**config.mk**
```make
export PLATFORM = sky130hd
export DESIGN_NAME = modular_3x3_matrix_inverse_unit
export DESIGN_NICKNAME = d
export VERILOG_FILES = /design/src/sv/mmi_pkg.sv /design/src/sv/mmi_ram.sv /design/src/sv/mmi_mulmod.sv /design/src/sv/mmi_euclid.sv /design/src/sv/modular_3x3_matrix_inverse_unit.sv
export SDC_FILE = /design/constraint.sdc
export NUM_CORES = 2
export LEC_CHECK = 0
export ABC_CLOCK_PERIOD_IN_PS = 10200
export BUFFER_PORTS_ARGS = -buffer_cell sky130_fd_sc_hd__buf_2
export CORE_MARGIN = 4
export CORE_UTILIZATION = 53
export DETAILED_ROUTE_END_ITERATION = 7
export GPL_ROUTABILITY_DRIVEN = 0
export PLACE_DENSITY_LB_ADDON = 0.15
export SLEW_MARGIN = 20
export SYNTH_ARGS = -nofsm -noshare
export SYNTH_HDL_FRONTEND = slang
export SYNTH_HIERARCHICAL = 1
export SYNTH_SLANG_ARGS = --single-unit
```
**constraint.sdc**
```tcl
create_clock -name clk -period 10.2 [get_ports clk]
set_input_delay 0.51 -clock clk [delete_from_list [all_inputs] [get_ports clk]]
set_output_delay 0.51 -clock clk [all_outputs]
set_load 0.03 [all_outputs]
```
**src/sv/mmi_pkg.sv**
```systemverilog
// Shared types, constants and the operation sequence of the modular 3x3 matrix inverse unit.
package mmi_pkg;

	localparam int ENTRY_BITS = 30;
	localparam int N_ENTRIES  = 9;
	localparam int DATA_BITS  = ((ENTRY_BITS * N_ENTRIES + 7) / 8) * 8;
	localparam int CNT_BITS   = $clog2(ENTRY_BITS);
	localparam int T_BITS     = ENTRY_BITS + 2;
	localparam int RAM_DEPTH  = 32;
	localparam int RAM_AW     = $clog2(RAM_DEPTH);
	localparam int IN_AW      = $clog2(N_ENTRIES);
	localparam int PROG_LEN   = 52;
	localparam int PC_BITS    = $clog2(PROG_LEN);

	typedef logic [ENTRY_BITS-1:0] entry_t;
	typedef logic [RAM_AW-1:0]     addr_t;
	typedef logic [PC_BITS-1:0]    pc_t;

	localparam entry_t MODULUS_RESET = ENTRY_BITS'(1073643521);

	// Scratch store layout: reduced entries, cofactors, determinant, inverse, temporaries.
	localparam int A_COF = 9;
	localparam int A_DET = 18;
	localparam int A_INV = 19;
	localparam int A_T0  = 20;
	localparam int A_T1  = 21;

	typedef enum logic [2:0] {
		OP_RED, OP_MUL, OP_SUB, OP_ADD, OP_INV, OP_MULO, OP_END
	} opc_t;

	typedef struct packed {
		opc_t  opc;
		addr_t a;
		addr_t b;
		addr_t dst;
	} uop_t;

	typedef struct packed {
		logic   done;
		entry_t value;
	} mm_res_t;

	typedef struct packed {
		logic   done;
		logic   bad;
		entry_t inv;
	} eu_res_t;

	typedef enum logic [2:0] {
		S_IDLE, S_FETCH, S_OPA, S_OPB, S_MUL, S_INV, S_OUT
	} seq_state_t;

	typedef enum logic [2:0] {
		E_IDLE, E_CHECK, E_ALIGN, E_SUB, E_FIN
	} eu_state_t;

	function automatic uop_t mk(opc_t opc, int a, int b, int dst);
		uop_t u;
		u.opc = opc;
		u.a   = addr_t'(a);
		u.b   = addr_t'(b);
		u.dst = addr_t'(dst);
		return u;
	endfunction

	// Operation sequence: reduce, cofactors, determinant, inversion, scaled transpose.
	function automatic uop_t prog_rom(pc_t pc);
		uop_t u;
		unique case (pc)
			6'd0:  u = mk(OP_RED, 0, 0, 0);
			6'd1:  u = mk(OP_RED, 1, 0, 1);
			6'd2:  u = mk(OP_RED, 2, 0, 2);
			6'd3:  u = mk(OP_RED, 3, 0, 3);
			6'd4:  u = mk(OP_RED, 4, 0, 4);
			6'd5:  u = mk(OP_RED, 5, 0, 5);
			6'd6:  u = mk(OP_RED, 6, 0, 6);
			6'd7:  u = mk(OP_RED, 7, 0, 7);
			6'd8:  u = mk(OP_RED, 8, 0, 8);
			6'd9:  u = mk(OP_MUL, 4, 8, A_T0);
			6'd10: u = mk(OP_MUL, 5, 7, A_T1);
			6'd11: u = mk(OP_SUB, A_T0, A_T1, A_COF + 0);
			6'd12: u = mk(OP_MUL, 5, 6, A_T0);
			6'd13: u = mk(OP_MUL, 3, 8, A_T1);
			6'd14: u = mk(OP_SUB, A_T0, A_T1, A_COF + 1);
			6'd15: u = mk(OP_MUL, 3, 7, A_T0);
			6'd16: u = mk(OP_MUL, 4, 6, A_T1);
			6'd17: u = mk(OP_SUB, A_T0, A_T1, A_COF + 2);
			6'd18: u = mk(OP_MUL, 2, 7, A_T0);
			6'd19: u = mk(OP_MUL, 1, 8, A_T1);
			6'd20: u = mk(OP_SUB, A_T0, A_T1, A_COF + 3);
			6'd21: u = mk(OP_MUL, 0, 8, A_T0);
			6'd22: u = mk(OP_MUL, 2, 6, A_T1);
			6'd23: u = mk(OP_SUB, A_T0, A_T1, A_COF + 4);
			6'd24: u = mk(OP_MUL, 1, 6, A_T0);
			6'd25: u = mk(OP_MUL, 0, 7, A_T1);
			6'd26: u = mk(OP_SUB, A_T0, A_T1, A_COF + 5);
			6'd27: u = mk(OP_MUL, 1, 5, A_T0);
			6'd28: u = mk(OP_MUL, 2, 4, A_T1);
			6'd29: u = mk(OP_SUB, A_T0, A_T1, A_COF + 6);
			6'd30: u = mk(OP_MUL, 2, 3, A_T0);
			6'd31: u = mk(OP_MUL, 0, 5, A_T1);
			6'd32: u = mk(OP_SUB, A_T0, A_T1, A_COF + 7);
			6'd33: u = mk(OP_MUL, 0, 4, A_T0);
			6'd34: u = mk(OP_MUL, 1, 3, A_T1);
			6'd35: u = mk(OP_SUB, A_T0, A_T1, A_COF + 8);
			6'd36: u = mk(OP_MUL, 0, A_COF + 0, A_T0);
			6'd37: u = mk(OP_MUL, 1, A_COF + 1, A_T1);
			6'd38: u = mk(OP_ADD, A_T0, A_T1, A_T0);
			6'd39: u = mk(OP_MUL, 2, A_COF + 2, A_T1);
			6'd40: u = mk(OP_ADD, A_T0, A_T1, A_DET);
			6'd41: u = mk(OP_INV, A_DET, A_DET, A_INV);
			6'd42: u = mk(OP_MULO, A_COF + 0, A_INV, 0);
			6'd43: u = mk(OP_MULO, A_COF + 3, A_INV, 1);
			6'd44: u = mk(OP_MULO, A_COF + 6, A_INV, 2);
			6'd45: u = mk(OP_MULO, A_COF + 1, A_INV, 3);
			6'd46: u = mk(OP_MULO, A_COF + 4, A_INV, 4);
			6'd47: u = mk(OP_MULO, A_COF + 7, A_INV, 5);
			6'd48: u = mk(OP_MULO, A_COF + 2, A_INV, 6);
			6'd49: u = mk(OP_MULO, A_COF + 5, A_INV, 7);
			6'd50: u = mk(OP_MULO, A_COF + 8, A_INV, 8);
			default: u = mk(OP_END, 0, 0, 0);
		endcase
		return u;
	endfunction

endpackage

```
**src/sv/mmi_ram.sv**
```systemverilog
// Generic single-port-write, single-port-read RAM with registered read data.
module mmi_ram #(
	parameter int WIDTH = 32,
	parameter int DEPTH = 32
) (
	input  logic                     clk,
	input  logic                     we,
	input  logic [$clog2(DEPTH)-1:0] waddr,
	input  logic [WIDTH-1:0]         wdata,
	input  logic [$clog2(DEPTH)-1:0] raddr,
	output logic [WIDTH-1:0]         rdata
);

	logic [WIDTH-1:0] mem [DEPTH];

	// Write port and registered read port.
	always_ff @(posedge clk) begin
		if (we) begin
			mem[waddr] <= wdata;
		end
		rdata <= mem[raddr];
	end

endmodule

```
**src/sv/mmi_mulmod.sv**
```systemverilog
// Bit-serial modular multiplier: one multiplier bit and one reduction per cycle.
module mmi_mulmod (
	input  logic             clk,
	input  logic             arst_n,
	input  logic             start,
	input  mmi_pkg::entry_t  x,
	input  mmi_pkg::entry_t  y,
	input  mmi_pkg::entry_t  p,
	output mmi_pkg::mm_res_t res
);
	import mmi_pkg::*;

	logic                  busy_q;
	logic                  done_q;
	logic [CNT_BITS-1:0]   cnt_q;
	entry_t                x_q;
	entry_t                y_q;
	entry_t                acc_q;
	logic [ENTRY_BITS+1:0] t;
	logic [ENTRY_BITS+1:0] p1;
	logic [ENTRY_BITS+1:0] p2;
	logic [ENTRY_BITS+1:0] red;

	// Double the accumulator, add x when the next bit of y is set, bring back below p.
	always_comb begin
		t  = {1'b0, acc_q, 1'b0} + (y_q[ENTRY_BITS-1] ? {2'b00, x_q} : '0);
		p1 = {2'b00, p};
		p2 = {1'b0, p, 1'b0};
		priority if (t >= p2) begin
			red = t - p2;
		end else if (t >= p1) begin
			red = t - p1;
		end else begin
			red = t;
		end
	end

	// Control: bit counter and completion pulse.
	always_ff @(posedge clk or negedge arst_n) begin
		if (!arst_n) begin
			busy_q <= 1'b0;
			done_q <= 1'b0;
			cnt_q  <= '0;
		end else begin
			done_q <= 1'b0;
			if (start) begin
				busy_q <= 1'b1;
				cnt_q  <= CNT_BITS'(ENTRY_BITS - 1);
			end else if (busy_q) begin
				if (cnt_q == '0) begin
					busy_q <= 1'b0;
					done_q <= 1'b1;
				end else begin
					cnt_q <= cnt_q - 1'b1;
				end
			end
		end
	end

	// Operands and accumulator.
	always_ff @(posedge clk) begin
		if (start) begin
			x_q   <= x;
			y_q   <= y;
			acc_q <= '0;
		end else if (busy_q) begin
			acc_q <= red[ENTRY_BITS-1:0];
			y_q   <= {y_q[ENTRY_BITS-2:0], 1'b0};
		end
	end

	assign res.done  = done_q;
	assign res.value = acc_q;

endmodule

```
**src/sv/mmi_euclid.sv**
```systemverilog
// Extended Euclidean inverter with shift-and-subtract quotient steps.
module mmi_euclid (
	input  logic             clk,
	input  logic             arst_n,
	input  logic             start,
	input  mmi_pkg::entry_t  a,
	input  mmi_pkg::entry_t  p,
	output mmi_pkg::eu_res_t res
);
	import mmi_pkg::*;

	eu_state_t                  state_q;
	eu_state_t                  state_d;
	entry_t                     r_q;
	entry_t                     nr_q;
	entry_t                     d_q;
	entry_t                     p_q;
	logic signed [T_BITS-1:0]   t_q;
	logic signed [T_BITS-1:0]   nt_q;
	logic signed [T_BITS-1:0]   e_q;
	logic [CNT_BITS-1:0]        k_q;
	logic                       can_shift;
	logic                       sub_ok;
	entry_t                     r_sub;
	logic signed [T_BITS-1:0]   t_sub;
	logic signed [T_BITS-1:0]   p_ext;
	logic signed [T_BITS-1:0]   t_pos;
	logic signed [T_BITS-1:0]   t_fin;

	// Divisor alignment test, conditional subtraction and final normalisation.
	always_comb begin
		can_shift = {d_q, 1'b0} <= {1'b0, r_q};
		sub_ok    = d_q <= r_q;
		r_sub     = sub_ok ? r_q - d_q : r_q;
		t_sub     = sub_ok ? t_q - e_q : t_q;
		p_ext     = T_BITS'(p_q);
		t_pos     = t_q[T_BITS-1] ? t_q + p_ext : t_q;
		t_fin     = (t_pos >= p_ext) ? t_pos - p_ext : t_pos;
	end

	// Next state.
	always_comb begin
		state_d = state_q;
		unique case (state_q)
			E_IDLE:  if (start) state_d = E_CHECK;
			E_CHECK: state_d = (nr_q == '0) ? E_FIN : E_ALIGN;
			E_ALIGN: if (!can_shift) state_d = E_SUB;
			E_SUB:   if (k_q == '0) state_d = E_CHECK;
			E_FIN:   state_d = E_IDLE;
			default: state_d = E_IDLE;
		endcase
	end

	// Outputs.
	always_comb begin
		res.done = state_q == E_FIN;
		res.bad  = r_q > entry_t'(1);
		res.inv  = res.bad ? entry_t'(1) : t_fin[ENTRY_BITS-1:0];
	end

	always_ff @(posedge clk or negedge arst_n) begin
		if (!arst_n) begin
			state_q <= E_IDLE;
		end else begin
			state_q <= state_d;
		end
	end

	// Remainder and Bezout coefficient pairs.
	always_ff @(posedge clk) begin
		unique case (state_q)
			E_IDLE: begin
				if (start) begin
					r_q  <= p;
					nr_q <= a;
					t_q  <= '0;
					nt_q <= T_BITS'(1);
					p_q  <= p;
				end
			end
			E_CHECK: begin
				d_q <= nr_q;
				e_q <= nt_q;
				k_q <= '0;
			end
			E_ALIGN: begin
				if (can_shift) begin
					d_q <= {d_q[ENTRY_BITS-2:0], 1'b0};
					e_q <= e_q <<< 1;
					k_q <= k_q + 1'b1;
				end
			end
			E_SUB: begin
				if (k_q == '0) begin
					r_q  <= nr_q;
					nr_q <= r_sub;
					t_q  <= nt_q;
					nt_q <= t_sub;
				end else begin
					r_q <= r_sub;
					t_q <= t_sub;
					d_q <= {1'b0, d_q[ENTRY_BITS-1:1]};
					e_q <= e_q >>> 1;
					k_q <= k_q - 1'b1;
				end
			end
			default: begin
			end
		endcase
	end

endmodule

```
**src/sv/modular_3x3_matrix_inverse_unit.sv**
```systemverilog
// Top level: sequencer, scratch store and stream ports of the modular 3x3 matrix inverse.
// Inverts one 3x3 matrix of 30-bit residues modulo the configured modulus p (values below
// 2 act as 1) by the adjugate method. Entries are reduced, nine cofactors and the
// determinant are formed, the determinant is inverted by extended Euclid, and the
// transposed cofactors are scaled by that inverse. All 39 modular products run one after
// another on a single bit-serial multiplier, with operands read from a 32-entry scratch
// RAM. The eleven additions and subtractions use the sequencer's own adder, and the
// inverter forms each quotient step one quotient bit at a time. The input is not ready
// while an item is in work and until its result has been taken. When the determinant
// has no inverse, the result is the adjugate and tuser is raised. The user must write
// the modulus only while the block is idle; the block itself does not enforce it.
module modular_3x3_matrix_inverse_unit (
	input  logic                            clk,
	input  logic                            arst_n,
	input  logic                            cfg_valid,
	output logic                            cfg_ready,
	input  mmi_pkg::entry_t                 cfg_data,      // modulus
	input  logic                            s_axis_tvalid,
	output logic                            s_axis_tready,
	// in_r0_c0, in_r0_c1, in_r0_c2, in_r1_c0 .. in_r2_c2, 30 bits each, zero padding
	input  logic [mmi_pkg::DATA_BITS-1:0]   s_axis_tdata,
	output logic                            m_axis_tvalid,
	input  logic                            m_axis_tready,
	// out_r0_c0, out_r0_c1, out_r0_c2, out_r1_c0 .. out_r2_c2, 30 bits each, zero padding
	output logic [mmi_pkg::DATA_BITS-1:0]   m_axis_tdata,
	output logic [0:0]                      m_axis_tuser   // not_invertible
);
	import mmi_pkg::*;

	seq_state_t        state_q;
	seq_state_t        state_d;
	pc_t               pc_q;
	entry_t            modulus_q;
	entry_t            in_q [N_ENTRIES];
	entry_t            out_q [N_ENTRIES];
	entry_t            opa_q;
	logic              flag_q;
	entry_t            p_eff;
	uop_t              uop;
	entry_t            in_sel;
	logic              ram_we;
	addr_t             ram_waddr;
	entry_t            ram_wdata;
	addr_t             ram_raddr;
	entry_t            ram_rdata;
	logic              mm_start;
	entry_t            mm_x;
	entry_t            mm_y;
	mm_res_t           mm_res;
	logic              eu_start;
	eu_res_t           eu_res;
	logic [ENTRY_BITS:0] alu_sum;
	logic [ENTRY_BITS:0] alu_red;
	logic              mul_type;
	logic              s_acc;

	assign p_eff  = (modulus_q < entry_t'(2)) ? entry_t'(1) : modulus_q;
	assign uop    = prog_rom(pc_q);
	assign in_sel = in_q[uop.a[IN_AW-1:0]];
	assign s_acc  = s_axis_tvalid && s_axis_tready;
	assign cfg_ready = 1'b1;
	assign mul_type  = uop.opc == OP_RED || uop.opc == OP_MUL || uop.opc == OP_MULO;

	// Modular add and subtract of the two operands, one correction each.
	always_comb begin
		if (uop.opc == OP_SUB) begin
			alu_sum = {1'b0, opa_q} + {1'b0, p_eff} - {1'b0, ram_rdata};
		end else begin
			alu_sum = {1'b0, opa_q} + {1'b0, ram_rdata};
		end
		alu_red = (alu_sum >= {1'b0, p_eff}) ? alu_sum - {1'b0, p_eff} : alu_sum;
	end

	// Multiplier operands: reduction multiplies the raw entry by one.
	assign mm_x = (uop.opc == OP_RED) ? entry_t'(1) : opa_q;
	assign mm_y = (uop.opc == OP_RED) ? in_sel : ram_rdata;

	mmi_ram #(
		.WIDTH (ENTRY_BITS),
		.DEPTH (RAM_DEPTH)
	) u_ram (
		.clk   (clk),
		.we    (ram_we),
		.waddr (ram_waddr),
		.wdata (ram_wdata),
		.raddr (ram_raddr),
		.rdata (ram_rdata)
	);

	mmi_mulmod u_mulmod (
		.clk    (clk),
		.arst_n (arst_n),
		.start  (mm_start),
		.x      (mm_x),
		.y      (mm_y),
		.p      (p_eff),
		.res    (mm_res)
	);

	mmi_euclid u_euclid (
		.clk    (clk),
		.arst_n (arst_n),
		.start  (eu_start),
		.a      (opa_q),
		.p      (p_eff),
		.res    (eu_res)
	);

	// Next state of the sequencer.
	always_comb begin
		state_d = state_q;
		unique case (state_q)
			S_IDLE:  if (s_acc) state_d = S_FETCH;
			S_FETCH: state_d = S_OPA;
			S_OPA:   state_d = S_OPB;
			S_OPB: begin
				priority if (uop.opc == OP_END) begin
					state_d = S_OUT;
				end else if (uop.opc == OP_INV) begin
					state_d = S_INV;
				end else if (mul_type) begin
					state_d = S_MUL;
				end else begin
					state_d = S_FETCH;
				end
			end
			S_MUL:   if (mm_res.done) state_d = S_FETCH;
			S_INV:   if (eu_res.done) state_d = S_FETCH;
			S_OUT:   if (m_axis_tready) state_d = S_IDLE;
			default: state_d = S_IDLE;
		endcase
	end

	// Sequencer outputs: store port, unit starts and handshakes.
	always_comb begin
		s_axis_tready = 1'b0;
		m_axis_tvalid = 1'b0;
		ram_we        = 1'b0;
		ram_waddr     = uop.dst;
		ram_wdata     = mm_res.value;
		ram_raddr     = uop.a;
		mm_start      = 1'b0;
		eu_start      = 1'b0;
		unique case (state_q)
			S_IDLE:  s_axis_tready = 1'b1;
			S_FETCH: ram_raddr = uop.a;
			S_OPA:   ram_raddr = uop.b;
			S_OPB: begin
				if (mul_type) begin
					mm_start = 1'b1;
				end else if (uop.opc == OP_INV) begin
					eu_start = 1'b1;
				end else if (uop.opc == OP_ADD || uop.opc == OP_SUB) begin
					ram_we    = 1'b1;
					ram_wdata = alu_red[ENTRY_BITS-1:0];
				end
			end
			S_MUL:   ram_we = mm_res.done && uop.opc != OP_MULO;
			S_INV: begin
				ram_we    = eu_res.done;
				ram_wdata = eu_res.inv;
			end
			S_OUT:   m_axis_tvalid = 1'b1;
			default: begin
			end
		endcase
	end

	// Control registers.
	always_ff @(posedge clk or negedge arst_n) begin
		if (!arst_n) begin
			state_q   <= S_IDLE;
			pc_q      <= '0;
			modulus_q <= MODULUS_RESET;
		end else begin
			state_q <= state_d;
			if (cfg_valid && cfg_ready) begin
				modulus_q <= cfg_data;
			end
			if (s_acc) begin
				pc_q <= '0;
			end else if ((state_q == S_OPB && (uop.opc == OP_ADD || uop.opc == OP_SUB))
					|| (state_q == S_MUL && mm_res.done)
					|| (state_q == S_INV && eu_res.done)) begin
				pc_q <= pc_q + 1'b1;
			end
		end
	end

	// Payload registers: input matrix, first operand, result and flag.
	always_ff @(posedge clk) begin
		if (s_acc) begin
			for (int k = 0; k < N_ENTRIES; k++) begin
				in_q[k] <= s_axis_tdata[k*ENTRY_BITS +: ENTRY_BITS];
			end
		end
		if (state_q == S_OPA) begin
			opa_q <= ram_rdata;
		end
		if (state_q == S_MUL && mm_res.done && uop.opc == OP_MULO) begin
			out_q[uop.dst[IN_AW-1:0]] <= mm_res.value;
		end
		if (state_q == S_INV && eu_res.done) begin
			flag_q <= eu_res.bad;
		end
	end

	// Result packing.
	always_comb begin
		m_axis_tdata = '0;
		for (int k = 0; k < N_ENTRIES; k++) begin
			m_axis_tdata[k*ENTRY_BITS +: ENTRY_BITS] = out_q[k];
		end
		m_axis_tuser = flag_q;
	end

	// The block never offers a result while taking a new item.
	assert property (@(posedge clk) disable iff (!arst_n)
		m_axis_tvalid |-> !s_axis_tready)
		else $error("result offered while input is ready");

	// An accepted item starts the sequence from its first operation.
	assert property (@(posedge clk) disable iff (!arst_n)
		s_acc |=> (state_q == S_FETCH && pc_q == '0))
		else $error("sequence did not restart on an accepted item");

	// The operation counter stays within the sequence.
	assert property (@(posedge clk) disable iff (!arst_n)
		pc_q <= pc_t'(PROG_LEN - 1))
		else $error("operation counter ran past the sequence");

endmodule
```
==> flow_summary.toml <==
[drt]
routedWlPerCell_um = 27.6
vias = 69600
drtIter0Drc = 7967
first_pass_iters = 6
final_antenna_net_count = 0
drc_errors = 0
wl_um = 306000
routed_via_density = 6.28

[floorplan]
die_x_um = 434
die_h_um = 434
start_util_pct = 53.5
num_rows = 155
dieArea_mm2 = 0.188
ioPinCount = 583
core-area_mm2 = 0.179

[power_and_ir_drop]
max-vdd-ir-drop_uv = 335
p_per_area_mw_per_mm2 = 394
switching_share_pct = 44.3
switchingPower_w = 0.0194
sequentialPowerShare_pct = 28.3
p_clk_share_pct = 16.3
pwr-share-comb_pct = 55.4
p_leak_nw = 41.2
p_int_w = 0.0243

[worst_setup_path]
cp_common_cell = "ha_1"
critPathKind = "reg2reg"
critPathMaxFanout = 33
path_buf_inv = 2
critPathSlowestCell = "a211oi_4"
cp_cell_sequence = "ha_1 > inv_1 > ha_1 > nor2b_1 > o21ai_1 > a31oi_1 > nor2_2 > nand2_1 > o21ai_0 > ha_1 > nor2b_1 > o211a_1 > o31ai_1 > a21o_1 > a31oi_1 > nor2_1 > o21ai_0 > a211oi_4 > buf_4 > mux2i_1 > o21ai_4"
cp_top_family = "compound AO/OA/AOI/OAI gates"
cp-start-kind = "flip-flop"
slowest_delay_ps = 830
critPathArrivalTime_ps = 8650
end_kind = "flip-flop"
worstPathRequired_ps = 10720
r2r_slack_ps = 2060

[final_layout]
drive_gt1_share_pct = 14.1
synthToLayoutAreaGrowth_pct = 15.7
nNetsFinal = 9263
multi_input_area_mm2 = 0.0362
regArea_mm2 = 0.0569
fin_util_pct = 62.0
fill_cells = 13800

[timing]
final-hold-violation-count = 0
period_minus_slack_ps = 8140
tns_ps = 0
clock_skew_ps = 71.0
max_freq_ghz = 0.123
rsz0062_at_grt = "no"
finalCritPeriodShare_pct = 79.8
slew_headroom_pct = 19.7
maxSlewViolCount = 0
setup_viol = 0
worstMarginPinSlew_ps = 1200

[synth]
synthFlopType = "edfxtp_1"
synth-async-reset-ratio_pct = 2.55
synthDistinctLibCells = 118
yosys.area_share.xor_xnor_pct = 2.14
synth.cell_area_mm2 = 0.0960
synth_edf_count = 1812
synth-adder-area-share_pct = 5.72
synthMuxAreaShare_pct = 7.36
synth_top_family_by_area = "compound AO/OA/AOI/OAI gates"
synth_warnings = 6
syn-instance-count = 7748
synth_compound_area_share_pct = 13.2
ys_seq_area_share_pct = 59.3
synth-seq-cells = 1921
syn-mean-instance-area_um2 = 12.4
yosys.area_share.simple_pct = 8.50

[clocking]
root_buffer = "clkbuf_16"
cts.sinks = 1921
clkLatencyLatePin_ps = 860
clkTransAtPathRegs_ps = 60
htreeDepth = 4
cts_tree = "done"
clk_path_buf_depth = 3
ctsResizeCount = 0
cts_buffers = 194

[global_routing]
grt_max_degree = 190
grt_pass1_wl_um = 437000
grt_pass1_vias = 66100
grtUsageTotal_pct = 31.5
overflow = 0
antenna_found_initial = 25

[place]
portBuffers = 577
hpwl_um = 202000

[worst_hold_path]
hold_path_class = "in2reg"

[outcome]
status = "complete, no violations"

[run]
maxCapViolCount = 0
==> power groups by stage <==
stage	Combinational, W	Clock, W	Sequential [W]
6_report	0.0242	0.00713	0.0124
5_1_grt	0.0263	0.00756	0.0124
4_1_cts	0.0236	0.00720	0.0123
3_5_place_dp	0.0234	0	0.0125
3_3_place_gp	0.0229	0	0.0125
2_1_floorplan	0.0177	0	0.0118
==> synthesized netlist by cell type (37+ instances only) <==
library cell	count	area, µm²
edfxtp_1	1812	54400
mux2i_1	637	6380
nand2_1	593	2230
a21oi_1	457	2290
inv_1	426	1600
nor2_1	419	1570
ha_1	375	4690
o21ai_0	326	1630
clkbuf_1	262	983
a211oi_1	172	1290
nand3_1	170	851
a21o_1	151	1130
xnor2_1	148	1300
a31oi_1	129	807
a22oi_1	123	923
and2_1	112	701
nor3_1	95	475
xor2_1	86	753
o21a_1	64	480
a22o_1	62	543
dfxtp_1	60	1200
o21ai_1	53	265
buf_2	51	255
nor2b_1	50	313
mux2_2	49	552
a311oi_1	47	412
nand2b_1	47	294
nand4_1	45	282
fa_1	40	801
buf_6	39	439
and3_1	37	231
==> registers in the layout, summed over array words and instances (netlist names), 6 cells and up <==
register and cells:
in_q 270, modulus_q 30, opa_q 30, out_q 270, pc_q 6, u_euclid/d_q 30, u_euclid/e_q 32, u_euclid/nr_q 30
u_euclid/nt_q 32, u_euclid/p_q 30, u_euclid/r_q 30, u_euclid/t_q 32, u_mulmod/acc_q 30, u_mulmod/x_q 30, u_mulmod/y_q 30, u_ram/mem 960
u_ram/rdata 30
==> cells by family after synthesis <==
| group | count (synthesis) |
|---|---|
| xor gates and xnor gates | 234 |
| and+or+nand+nor | 1732 |
| muxes | 697 |
| AOI/OAI and AO/OA | 1913 |
| other | 2 |
| DFF | 1921 |
| buffers and inverters | 834 |
| adders and majority gates | 415 |
==> cells in the final DEF (no fill, tap or decap), types with 45 or more instances in the layout <==
cell type and n:
mux2i_1 636, a311oi_1 47, edfxtp_1 1812, xor2_1 86, nand2_1 591, ha_1 375, and2_1 110, nand4_1 45
nor2_1 377, dfxtp_1 60, xnor2_1 148, a22o_1 62, nand3_1 167, nor2b_1 48, a21oi_1 455, a31oi_1 127
a21o_1 151, inv_1 426, buf_2 577, o21ai_0 323, clkbuf_1 57, buf_4 119, mux2_2 49, a22oi_1 123
nor3_1 95, o21a_1 64, dlygate4sd3_1 296, a211oi_1 172, clkbuf_16 198
==> metal layers <==
metal | vias to the layer above | wire length, µm | global-route usage, % | part of all wire (%)
li1 | 30800 | - | - | -
met1 | 34400 | 118000 | 41.2 | 38
met2 | 3570 | 143000 | 49.8 | 47
met3 | 834 | 27300 | 6.13 | 8.9
met4 | 14 | 18400 | 16.8 | 6.0
met5 | - | 89 | 0 | 0.029
==> layout make-up <==
type,count,share of cell area (%)
Clock buffer,266,4.79
Multi-Input combinational cell,4994,32.6
Clock inverter,100,0.962
Tap cell,2355,2.65
Timing Repair Buffer,1003,6.28
Sequential cell,1921,51.2
Antenna cell,31,0.0698
Inverter,427,1.44
==> what timing repair did <==
item,CTS,global route
endpoints found under the hold margin,330,0
hold buffers,296,0
buffers inserted,0,0
==> stage by stage <==
step | worst slack, ps | power, W | area, µm² | instances | hold slack [ps]
6_report | 2060 | 0.0437 | 111000 | 11100 | 84.0
5_1_grt | 1700 | 0.0463 | 111000 | 11100 | 67.4
4_1_cts | 1920 | 0.0432 | 111000 | 11100 | 13.8
3_5_place_dp | 1940 | 0.0359 | 102000 | 10400 | 523
3_3_place_gp | 2020 | 0.0354 | 101000 | 10400 | 510
2_1_floorplan | 463 | 0.0295 | 96000 | 7749 | 214
==> path summary, 6_finish.rpt <==
check	start	end	cells past startpoint
max in group asynchronous	arst_n	u_euclid/state_q[0]$_DFFE_PN0P_	3
min in group asynchronous	arst_n	u_mulmod/cnt_q[1]$_DFFE_PN0P_	3
setup reg to reg	pc_q[1]$_DFFE_PN0P_	u_ram/mem[21][8]$_DFFE_PP_	21
hold reg to reg	u_mulmod/cnt_q[0]$_DFFE_PN0P_	u_mulmod/cnt_q[0]$_DFFE_PN0P_	1
hold / removal	cfg_data[25]	modulus_q[25]$_DFFE_PN1P_	3
setup / recovery	pc_q[1]$_DFFE_PN0P_	u_ram/mem[21][8]$_DFFE_PP_	21
==> worst register-to-register path, stage by stage (launching register included) <==
cell	delay (ps)
dfrtp_1	570
ha_1	410
inv_1	180
ha_1	300
nor2b_1	160
o21ai_1	370
a31oi_1	100
nor2_2	500
nand2_1	590
o21ai_0	560
ha_1	330
nor2b_1	140
o211a_1	250
o31ai_1	490
a21o_1	260
a31oi_1	120
nor2_1	170
o21ai_0	210
a211oi_4	830
buf_4	440
mux2i_1	180
o21ai_4	640
Note: power is estimated with default switching activity, not from simulation.
